## src/rtl/integer_to_ascii_formatter_macros.svh

```systemverilog
// Assertion macros for the integer to ASCII formatter.
// No dependencies; the modules that assert include this file.
`ifndef INTEGER_TO_ASCII_FORMATTER_MACROS_SVH
`define INTEGER_TO_ASCII_FORMATTER_MACROS_SVH

// Antecedent implies consequent in the same cycle.
`define ITAF_ASSERT_SAME(name, clock, rstn, ante, cons, msg) \
    name: assert property (@(posedge clock) disable iff (!(rstn)) (ante) |-> (cons)) \
        else $error(msg);

// Antecedent implies consequent in the next cycle.
`define ITAF_ASSERT_NEXT(name, clock, rstn, ante, cons, msg) \
    name: assert property (@(posedge clock) disable iff (!(rstn)) (ante) |=> (cons)) \
        else $error(msg);

`endif

```

## src/rtl/itaf_pkg.sv

```systemverilog
// Package for the integer to ASCII formatter: mode codes, prefix codes,
// cell control type and character lookup functions. No dependencies.
package itaf_pkg;

    localparam int POINTER_BITS_DEF = 64;
    localparam int DEC_DIGITS       = 10;
    localparam int DEC_BITS         = 32;

    localparam logic [2:0] MODE_SDEC = 3'd0;
    localparam logic [2:0] MODE_UDEC = 3'd1;
    localparam logic [2:0] MODE_HEXL = 3'd2;
    localparam logic [2:0] MODE_HEXU = 3'd3;
    localparam logic [2:0] MODE_PTR  = 3'd4;

    localparam logic [1:0] PFX_MINUS = 2'd0;
    localparam logic [1:0] PFX_HEX   = 2'd1;
    localparam logic [1:0] PFX_NIL   = 2'd2;

    typedef struct packed {
        logic load;
        logic dabble;
        logic shift;
    } cell_ctrl_t;

    function automatic logic [7:0] digit_char(input logic [3:0] d, input logic upper);
        logic [7:0] base;
        base = upper ? 8'h41 : 8'h61;
        if (d < 4'd10)
            digit_char = 8'h30 + {4'd0, d};
        else
            digit_char = base + {4'd0, d} - 8'd10;
    endfunction

    function automatic logic [7:0] prefix_char(input logic [1:0] kind, input logic [2:0] idx);
        logic [7:0] ch;
        ch = 8'h30;
        case (kind)
            PFX_MINUS: ch = 8'h2d;
            PFX_HEX:   ch = (idx == 3'd0) ? 8'h30 : 8'h78;
            PFX_NIL:
            begin
                case (idx)
                    3'd0:    ch = 8'h28;
                    3'd1:    ch = 8'h6e;
                    3'd2:    ch = 8'h69;
                    3'd3:    ch = 8'h6c;
                    default: ch = 8'h29;
                endcase
            end
            default: ch = 8'h30;
        endcase
        prefix_char = ch;
    endfunction

endpackage

```

## src/rtl/integer_to_ascii_formatter.sv

```systemverilog
// Top level of the integer to ASCII formatter: control, prefix text and the
// row of digit cells. Depends on itaf_pkg, itaf_cell and the macro header.
//
// Prints one value per item as %d, %u, %x, %X or %p text, one character per
// result item, most significant first, with a wrapping 32-bit count of all
// characters so far on every result. One item is worked at a time; a new
// item is taken once the last character of the previous one has gone into
// the output register. Hex and pointer values load straight into the digit
// cells; decimal values go through a shift-and-add-3 conversion of all 32
// bits across the cells. Leading zeros are then dropped one cell shift per
// cycle, up to NCELL-1 of them (NCELL = max(10, ceil(POINTER_BITS/4)),
// 16 by default), and the characters leave at one per cycle while the
// output is not stalled. For a pointer, "0x" holds back the first digit;
// a null pointer prints "(nil)". Prefix text (minus sign, "0x") goes out
// while the cells still convert or drop zeros. Modes 5 to 7 are taken and
// dropped with no result.
`include "integer_to_ascii_formatter_macros.svh"

module integer_to_ascii_formatter #(
    parameter int POINTER_BITS = itaf_pkg::POINTER_BITS_DEF
) (
    input  logic        clk,
    input  logic        rst_n,
    input  logic        req_valid,
    output logic        req_stall,
    input  logic [2:0]  mode,
    input  logic [63:0] value,
    output logic        rsp_valid,
    input  logic        rsp_stall,
    output logic [7:0]  char_out,
    output logic        last_char,
    output logic [31:0] total_chars
);
    import itaf_pkg::*;

    localparam int PTR_DIGITS = (POINTER_BITS + 3) / 4;
    localparam int NCELL      = (PTR_DIGITS > DEC_DIGITS) ? PTR_DIGITS : DEC_DIGITS;
    localparam int REM_W      = $clog2(NCELL + 1);
    localparam logic [63:0] PTR_MASK = {64{1'b1}} >> (64 - POINTER_BITS);

    localparam logic [2:0] S_IDLE = 3'd0;
    localparam logic [2:0] S_CONV = 3'd1;
    localparam logic [2:0] S_SKIP = 3'd2;
    localparam logic [2:0] S_EMIT = 3'd3;
    localparam logic [2:0] S_NIL  = 3'd4;

    // Control state
    logic [2:0]       state_reg, state_next;
    logic [4:0]       bit_cnt_reg, bit_cnt_next;
    logic [REM_W-1:0] rem_reg, rem_next;
    logic [1:0]       pfx_kind_reg, pfx_kind_next;
    logic [2:0]       pfx_idx_reg, pfx_idx_next;
    logic [2:0]       pfx_end_reg, pfx_end_next;
    logic             upper_reg, upper_next;
    logic [31:0]      cnt_reg, cnt_next;
    logic             rsp_valid_reg, rsp_valid_next;

    // Payload
    logic [31:0]      work_reg, work_next;
    logic [7:0]       char_reg, char_next;
    logic             last_reg, last_next;
    logic [31:0]      total_reg, total_next;

    logic             accept;
    logic             mode_ok;
    logic             is_dec;
    logic [31:0]      low32;
    logic [31:0]      mag32;
    logic [63:0]      ptr_val;
    logic [63:0]      load_src;
    logic             out_free;
    logic             pfx_active;
    logic             pfx_emit;
    logic             dig_emit;
    logic             skip_shift;
    logic             emit_any;
    cell_ctrl_t       cell_ctrl;

    logic [3:0]       cell_digit [NCELL];
    logic             cell_bit   [NCELL];
    logic [3:0]       load_nib   [NCELL];
    logic [3:0]       top_digit;

    assign accept    = req_valid && !req_stall;
    assign req_stall = (state_reg != S_IDLE);
    assign mode_ok   = (mode <= MODE_PTR);
    assign is_dec    = (mode == MODE_SDEC) || (mode == MODE_UDEC);
    assign low32     = value[31:0];
    assign mag32     = 32'd0 - low32;
    assign ptr_val   = value & PTR_MASK;
    assign load_src  = (mode == MODE_PTR) ? ptr_val : {32'd0, low32};
    assign top_digit = cell_digit[NCELL-1];

    assign out_free   = !rsp_valid_reg || !rsp_stall;
    assign pfx_active = (pfx_idx_reg != pfx_end_reg);
    // Prefix text goes first; digits wait until it is done
    assign pfx_emit   = pfx_active && out_free;
    assign dig_emit   = (state_reg == S_EMIT) && !pfx_active && out_free;
    assign skip_shift = (state_reg == S_SKIP) && (top_digit == 4'd0) && (rem_reg > REM_W'(1));
    assign emit_any   = pfx_emit || dig_emit;

    assign cell_ctrl.load   = accept && mode_ok;
    assign cell_ctrl.dabble = (state_reg == S_CONV);
    assign cell_ctrl.shift  = skip_shift || dig_emit;

    // Row of digit cells, cell NCELL-1 holds the most significant digit
    genvar gi;
    generate
        for (gi = 0; gi < NCELL; gi++)
        begin : g_cell
            logic       bit_in_w;
            logic [3:0] digit_in_w;

            assign load_nib[gi] = is_dec ? 4'd0 : load_src[4*gi +: 4];

            if (gi == 0)
            begin : g_first
                assign bit_in_w   = work_reg[DEC_BITS-1];
                assign digit_in_w = 4'd0;
            end
            else
            begin : g_rest
                assign bit_in_w   = cell_bit[gi-1];
                assign digit_in_w = cell_digit[gi-1];
            end

            itaf_cell u_cell (
                .clk        (clk),
                .ctrl       (cell_ctrl),
                .load_digit (load_nib[gi]),
                .bit_in     (bit_in_w),
                .digit_in   (digit_in_w),
                .bit_out    (cell_bit[gi]),
                .digit      (cell_digit[gi])
            );
        end
    endgenerate

    always_comb
    begin
        state_next    = state_reg;
        bit_cnt_next  = bit_cnt_reg;
        rem_next      = rem_reg;
        pfx_kind_next = pfx_kind_reg;
        pfx_idx_next  = pfx_idx_reg;
        pfx_end_next  = pfx_end_reg;
        upper_next    = upper_reg;
        work_next     = work_reg;

        case (state_reg)
            S_IDLE:
            begin
                if (accept && mode_ok)
                begin
                    bit_cnt_next = 5'd0;
                    rem_next     = REM_W'(NCELL);
                    upper_next   = (mode == MODE_HEXU);
                    pfx_idx_next = 3'd0;
                    pfx_end_next = 3'd0;
                    work_next    = low32;
                    case (mode)
                        MODE_SDEC:
                        begin
                            state_next = S_CONV;
                            if (low32[31])
                            begin
                                work_next     = mag32;
                                pfx_kind_next = PFX_MINUS;
                                pfx_end_next  = 3'd1;
                            end
                        end
                        MODE_UDEC:
                            state_next = S_CONV;
                        MODE_PTR:
                        begin
                            if (ptr_val == 64'd0)
                            begin
                                state_next    = S_NIL;
                                pfx_kind_next = PFX_NIL;
                                pfx_end_next  = 3'd5;
                            end
                            else
                            begin
                                state_next    = S_SKIP;
                                pfx_kind_next = PFX_HEX;
                                pfx_end_next  = 3'd2;
                            end
                        end
                        default:
                            state_next = S_SKIP;
                    endcase
                end
            end
            S_CONV:
            begin
                // Feed one bit per cycle into the cells, MSB first
                work_next    = {work_reg[DEC_BITS-2:0], 1'b0};
                bit_cnt_next = bit_cnt_reg + 5'd1;
                if (bit_cnt_reg == 5'(DEC_BITS - 1))
                    state_next = S_SKIP;
            end
            S_SKIP:
            begin
                // Drop one leading zero per cycle, keep at least one digit
                if (skip_shift)
                    rem_next = rem_reg - REM_W'(1);
                else
                    state_next = S_EMIT;
            end
            S_EMIT:
            begin
                if (dig_emit)
                begin
                    rem_next = rem_reg - REM_W'(1);
                    if (rem_reg == REM_W'(1))
                        state_next = S_IDLE;
                end
            end
            S_NIL:
            begin
                if (pfx_emit && (pfx_idx_reg == pfx_end_reg - 3'd1))
                    state_next = S_IDLE;
            end
            default:
                state_next = S_IDLE;
        endcase

        if (pfx_emit)
            pfx_idx_next = pfx_idx_reg + 3'd1;
    end

    // Output register: load on each emitted character, clear when taken
    always_comb
    begin
        rsp_valid_next = rsp_valid_reg;
        char_next      = char_reg;
        last_next      = last_reg;
        total_next     = total_reg;
        cnt_next       = cnt_reg;
        if (emit_any)
        begin
            rsp_valid_next = 1'b1;
            cnt_next       = cnt_reg + 32'd1;
            total_next     = cnt_reg + 32'd1;
            if (pfx_emit)
            begin
                char_next = prefix_char(pfx_kind_reg, pfx_idx_reg);
                last_next = (state_reg == S_NIL) && (pfx_idx_reg == pfx_end_reg - 3'd1);
            end
            else
            begin
                char_next = digit_char(top_digit, upper_reg);
                last_next = (rem_reg == REM_W'(1));
            end
        end
        else if (!rsp_stall)
        begin
            rsp_valid_next = 1'b0;
        end
    end

    always_ff @(posedge clk or negedge rst_n)
    begin
        if (!rst_n)
        begin
            state_reg     <= S_IDLE;
            bit_cnt_reg   <= '0;
            rem_reg       <= '0;
            pfx_kind_reg  <= PFX_MINUS;
            pfx_idx_reg   <= '0;
            pfx_end_reg   <= '0;
            upper_reg     <= 1'b0;
            cnt_reg       <= '0;
            rsp_valid_reg <= 1'b0;
        end
        else
        begin
            state_reg     <= state_next;
            bit_cnt_reg   <= bit_cnt_next;
            rem_reg       <= rem_next;
            pfx_kind_reg  <= pfx_kind_next;
            pfx_idx_reg   <= pfx_idx_next;
            pfx_end_reg   <= pfx_end_next;
            upper_reg     <= upper_next;
            cnt_reg       <= cnt_next;
            rsp_valid_reg <= rsp_valid_next;
        end
    end

    always_ff @(posedge clk)
    begin
        work_reg  <= work_next;
        char_reg  <= char_next;
        last_reg  <= last_next;
        total_reg <= total_next;
    end

    assign rsp_valid   = rsp_valid_reg;
    assign char_out    = char_reg;
    assign last_char   = last_reg;
    assign total_chars = total_reg;

    `ITAF_ASSERT_NEXT(a_count_step, clk, rst_n, emit_any,
        total_reg == cnt_reg, "reported total does not match character count")
    `ITAF_ASSERT_SAME(a_rem_nonzero, clk, rst_n,
        (state_reg == S_SKIP) || (state_reg == S_EMIT),
        rem_reg != REM_W'(0), "digit count ran out before the last digit")
    `ITAF_ASSERT_NEXT(a_last_idle, clk, rst_n, emit_any && last_next,
        state_reg == S_IDLE, "last character sent but item still in progress")
    `ITAF_ASSERT_SAME(a_no_digit_during_prefix, clk, rst_n,
        (state_reg == S_CONV) || (state_reg == S_NIL),
        !dig_emit, "digit emitted before conversion finished")

endmodule

```

## src/rtl/itaf_cell.sv

```systemverilog
// One digit cell of the formatter's digit chain.
// Depends on itaf_pkg (cell control type).
module itaf_cell (
    input  logic                   clk,
    input  itaf_pkg::cell_ctrl_t   ctrl,
    input  logic [3:0]             load_digit,
    input  logic                   bit_in,
    input  logic [3:0]             digit_in,
    output logic                   bit_out,
    output logic [3:0]             digit
);
    import itaf_pkg::*;

    logic [3:0] digit_reg;
    logic [3:0] digit_next;
    logic [3:0] adj;

    // Add-3 correction before each doubling step
    assign adj     = (digit_reg >= 4'd5) ? digit_reg + 4'd3 : digit_reg;
    assign bit_out = adj[3];
    assign digit   = digit_reg;

    always_comb
    begin
        digit_next = digit_reg;
        if (ctrl.load)
            digit_next = load_digit;
        else if (ctrl.dabble)
            digit_next = {adj[2:0], bit_in};
        else if (ctrl.shift)
            digit_next = digit_in;
    end

    always_ff @(posedge clk)
    begin
        digit_reg <= digit_next;
    end

endmodule
```

## config.mk

```make
export PLATFORM = sky130hd
export DESIGN_NAME = integer_to_ascii_formatter
export DESIGN_NICKNAME = d
export VERILOG_FILES = /design/src/rtl/itaf_pkg.sv /design/src/rtl/integer_to_ascii_formatter.sv /design/src/rtl/itaf_cell.sv
export VERILOG_INCLUDE_DIRS = /design/src /design/src/rtl
export SDC_FILE = /design/constraint.sdc
export NUM_CORES = 1
export LEC_CHECK = 0
export BUFFER_PORTS_ARGS = -buffer_cell sky130_fd_sc_hd__buf_4
export CORE_AREA = 2 2 167 210
export CTS_CLUSTER_DIAMETER = 80
export DETAILED_ROUTE_END_ITERATION = 12
export DIE_AREA = 0 0 169 212
export RECOVER_POWER = 25
export SETUP_SLACK_MARGIN = 0.2
export SLEW_MARGIN = 10
export SYNTH_ARGS = -nofsm -noshare
export SYNTH_HDL_FRONTEND = slang
export SYNTH_SLANG_ARGS = --single-unit
export TNS_END_PERCENT = 30
```

## constraint.sdc

```tcl
create_clock -name clk -period 9.15 [get_ports clk]
set_input_delay 1.3725 -clock clk [delete_from_list [all_inputs] [get_ports clk]]
set_output_delay 1.3725 -clock clk [all_outputs]
set_load 0.05 [all_outputs]
```

* Yosys cells after proc, flatten, opt, wreduce, memory -nomap -nowiden
Cells that the tools add are included.
** Operators by class
- $add $sub $neg :: 25
- Magnitude comparators :: 19
- Equality and inequality tests :: 25
- Mux-type cells :: 118
- Reduce and logical (&&, ||, !) cells :: 37
** Operators with widths (count)
- $mux 4 :: 79
- $mux 32 :: 3
- $ge 4x3->1 const B :: 16
- $logic_not 64->1 :: 1
- $mux 64 :: 1
- $pmux 32 s2 :: 1
- $add 4x2->4 const B :: 15
- $mux 3 :: 12
- $add 32x1->32 const B :: 1
- $sub 1x32->32 const A :: 1
- $pmux 7 s4 :: 1
- $pmux 7 s3 :: 1
- $mux 5 :: 4
- $mux 8 :: 2
- $eq 3x2->1 const B :: 5
- $pmux 3 s5 :: 1
- $pmux 5 s3 :: 1
- $ne 2x2->1 const B :: 6
- $pmux 3 s2 :: 2
- $pmux 5 s2 :: 1
- $eq 3x1->1 const B :: 3
- $logic_and 1x1->1 :: 9
- $logic_not 3->1 :: 3
- $reduce_bool 3->1 :: 3
- 33 further kinds :: 52
** Word-level totals
- Register bits :: 192
- Output and inout bits :: 43

* Longest topological paths before layout
- Depth in word-level cells :: 8
- Mapped depth :: 8

* Cells and area by module
Synthesis repeated with hierarchy kept, for this count alone.
** Second synthesis, totals
- Cell total of the unflattened synthesis :: 1281
- Area, all modules :: 12299.3 µm²
** By module, submodules not included
- integer_to_ascii_formatter :: instances 1, cells each 721, area an instance 7134.3 µm², seq. area each 3538.4 µm²
- itaf_cell :: instances 16, cells each 35, area an instance 322.8 µm², seq. area each 120.1 µm²

* Worst setup path after synthesis
Ideal clock, no wire load.
- Path kind :: input to register
- Start :: input mode[1]
- End :: register g_cell[0].u_cell.digit_reg[0], enable pin
- Library setup time :: 688 ps
- Arrival time :: 3528 ps
- Required time :: 8462 ps
- Path slack :: 4933 ps
- Cell stages on the path :: 6
- Path through :: o21ai_0 and3_1 clkbuf_1 nor2_1 clkbuf_1 nand2_1
** Between the ends
- Word-level cells in the longest chain between the ends :: 3
** RTL lines
- start: declaration :: RTL line integer_to_ascii_formatter.sv:26 : input logic [2:0] mode,
- $le 3x3->1 :: RTL line integer_to_ascii_formatter.sv:86 : assign mode_ok = (mode <= MODE_PTR);
- $logic_and 1x1->1 :: RTL line integer_to_ascii_formatter.sv:102 : assign cell_ctrl.load = accept && mode_ok;
- $reduce_bool 3->1 (no line)
- end signal: assignment :: RTL line itaf_cell.sv:36 : digit_reg <= digit_next;
- end: declaration :: RTL line itaf_cell.sv:14 : logic [3:0] digit_reg;
Every way passes these cells.
A chain may end at the register's enable or synchronous reset.

==> flow_metrics.py <==
metrics = {
    "logic_synthesis": {
        "synth_xor_area_share_pct": 8.83,
        "synthAdderAreaFrac_pct": 5.09,
        "synth_warnings": 0,
        "synth_top_family_by_area": "simple AND/OR/NAND/NOR gates",
        "synth_area_um2": 11100,
        "async_reset_ff_share_pct": 28.8,
        "synthSimpleGateAreaFrac_pct": 17.2,
        "yosysUniqueCellTypes": 53,
        "synth_area_leader_cell": "edfxtp_1",
        "synth_compound_area_share_pct": 15.0,
        "synth_mux_area_share_pct": 0.904,
        "syn_area_per_cell_um2": 9.88,
        "synth_area_leaders": "edfxtp_1, dfrtp_1, ha_1",
        "ys_ff_latch": 191,
        "ys.flop_type": "edfxtp_1",
        "synth-edff-count": 136,
        "synthCells": 1121,
        "seq_area_frac_synth_pct": 49.3,
        "synth_top_area_share_pct": 36.9,
        "syn-num-nets": 1237,
    },
    "clocking": {
        "htree_levels": 4,
        "cts_setup_buffers": 0,
        "clock_latency_ns": 0.43,
        "ctsHoldBuffers": 0,
        "post_cts_resize_count": 0,
        "cts.sinks": 191,
        "cts_tree": "done",
        "root_buffer": "clkbuf_16",
        "cts_buffers": 17,
        "cts_buffer_depth": 2,
        "path_clk_slew_ns": 0.08,
    },
    "power": {
        "pwr-share-comb_pct": 43.7,
        "power_per_cell_area_nw_per_um2": 349,
        "pwr-share-seq_pct": 39.3,
        "p_sw_share_pct": 42.9,
        "peakVddDrop_mv": 0.198,
        "power.switching_w": 0.00193,
        "clockPowerShare_pct": 17.0,
        "power.leakage_nw": 5.02,
        "p_int_w": 0.00257,
    },
    "critical_path": {
        "path_cells": "clkbuf_1",
        "crit_family": "buffers and inverters",
        "critical_path_class": "in2async",
        "required_ns": 9.01,
        "startpoint_type": "primary input",
        "critPathSlowestCell": "clkbuf_1",
        "startpoint": "rst_n",
        "path_buf_inv": 1,
        "cp.arrival_ns": 3.55,
        "path_max_fanout": 55,
        "crit_path_end_kind": "asynchronous set/reset pin",
        "cpPeakStageDelay_ns": 2.13,
        "r2r-start": "state_reg[0]",
    },
    "floorplanning": {
        "row_count": 76,
        "dieArea_um2": 35800,
        "boundaryPins": 114,
        "die_h_um": 212,
        "start_util_pct": 32.5,
        "die_w_um": 169,
        "fp.coreArea_um2": 34000,
    },
    "placement": {
        "portBuffers": 112,
        "dp_hpwl_um": 19100,
        "place.gp.congestion": 0.870,
    },
    "sta": {
        "period_needed_ns": 3.69,
        "tns_ns": 0,
        "tightestPinTransition_ns": 3.08,
        "max_freq_mhz": 271,
        "hold_viol_final": 0,
        "setup_violations": 0,
        "rsz0062_at_grt": "no",
        "worst_hold_slack_ns": 0.477,
        "relSlewSlack_pct": -105,
        "slew_viol_final": 124,
        "skew_ns": 0.0137,
        "post-route-period-util_pct": 40.3,
    },
    "outcome": {
        "violations": "capacitance limit, slew limit",
        "status": "finished with violations",
    },
    "global_routing": {
        "grt_pass1_vias": 8609,
        "grtUsageTotal_pct": 15.4,
        "grt_pass1_wl_um": 43900,
        "grt_max_degree": 78,
        "antenna_found_initial": 0,
        "grt_overflow": 0,
    },
    "layout": {
        "syn2layout_area_growth_pct": 16.8,
        "final_cell_mix": "nand2_1, edfxtp_1, buf_4",
        "drive_gt1_share_pct": 12.9,
        "fin_nets": 1328,
        "largest_reg_flops": 64,
        "n_antenna_cell": 0,
        "final_common_cell": "nand2_1",
    },
    "detailed_routing": {
        "wire_per_inst_um": 16.4,
        "drt_iter0_drc": 698,
        "drt_wl_total_um": 27100,
        "drc": 0,
        "dr_total_vias": 8712,
        "via_per_inst": 5.27,
        "ant_nets": 0,
        "dr.pass1.iters": 5,
    },
    "hold_path": {
        "worstHoldPathType": "reg2reg",
        "min-delay-start": "cnt_reg[10]",
    },
    "flow_run": {
        "drv_cap": 2,
    },
}
cells in the mapped netlist, types with 10 or more instances:
| cell type | n |
|---|---|
| mux2i_1 | 10 |
| nor3_1 | 24 |
| nand2_1 | 140 |
| nand4_1 | 13 |
| o21ai_0 | 83 |
| nand3_1 | 49 |
| o211ai_1 | 29 |
| xnor2_1 | 57 |
| nor4_1 | 18 |
| ha_1 | 45 |
| a22oi_1 | 12 |
| clkbuf_1 | 48 |
| inv_1 | 54 |
| xor2_1 | 52 |
| nor2_1 | 71 |
| edfxtp_1 | 136 |
| a21oi_1 | 77 |
| nor3b_1 | 25 |
| nand2b_1 | 18 |
| a32oi_1 | 16 |
| dfrtp_1 | 55 |
power by group through the flow:
stage,sequential [W],clock [W],combinational [W]
after global routing,0.00182,0.000827,0.00220
after floorplan,0.00201,0,0.00121
after global placement,0.00178,0,0.00195
final,0.00177,0.000767,0.00197
after CTS,0.00177,0.000790,0.00200
after detailed placement,0.00179,0,0.00200
worst paths after layout:
check	endpoint	slack, ns	cells after the start
max	state_reg[1]	5.46	1
min	cnt_reg[10]	0.48	1
max reg2reg	work_reg[8]	5.52	4
min reg2reg	cnt_reg[10]	0.48	1
max in group clk	work_reg[8]	5.52	4
min in group asynchronous	cnt_reg[0]	1.94	1
per-stage QoR:
stage / utilization [%] / total power (W) / instance area [µm²] / setup WS [ns] / cells
6_report: 38.0 / 0.00451 / 12900 / 5.46 / 1654
5_1_grt: 38.0 / 0.00485 / 12900 / 4.85 / 1654
4_1_cts: 38.1 / 0.00456 / 13000 / 5.78 / 1654
3_5_place_dp: 36.3 / 0.00379 / 12400 / 5.31 / 1622
3_3_place_gp: 36.3 / 0.00373 / 12400 / 5.35 / 1622
2_1_floorplan: - / 0.00322 / 11100 / 4.93 / 1121
routing by layer:
metal | global-route usage, % | wire length [µm] | part of all wire [%] | vias up
met5 | 0 | 0 | 0 | -
met4 | 6.04 | 778 | 2.9 | 0
met3 | 2.40 | 1210 | 4.5 | 45
met2 | 26.8 | 13400 | 49 | 238
met1 | 19.2 | 11700 | 43 | 4175
li1 | - | - | - | 4254
logic make-up (layout without fill, tap and decap cells):
kind of cell	Yosys count	count (layout)
adder cells (fa/ha/maj)	45	45
AO/OA/AOI/OAI	267	267
buffers and inverters	105	209
other	1	1
XOR/XNOR	110	110
multiplexers	10	10
flip-flops	191	191
AND/OR/NAND/NOR	392	392
layout make-up:
type / instances / area (µm²)
clock buffer: 18 / 450
clock inverter: 14 / 158
fill: 3393 / 21100
inverter: 54 / 203
multi-input combinational: 825 / 5230
sequential: 191 / 5460
tap: 429 / 537
timing repair buffer: 123 / 886
Note: power is estimated with default switching activity, not from simulation.
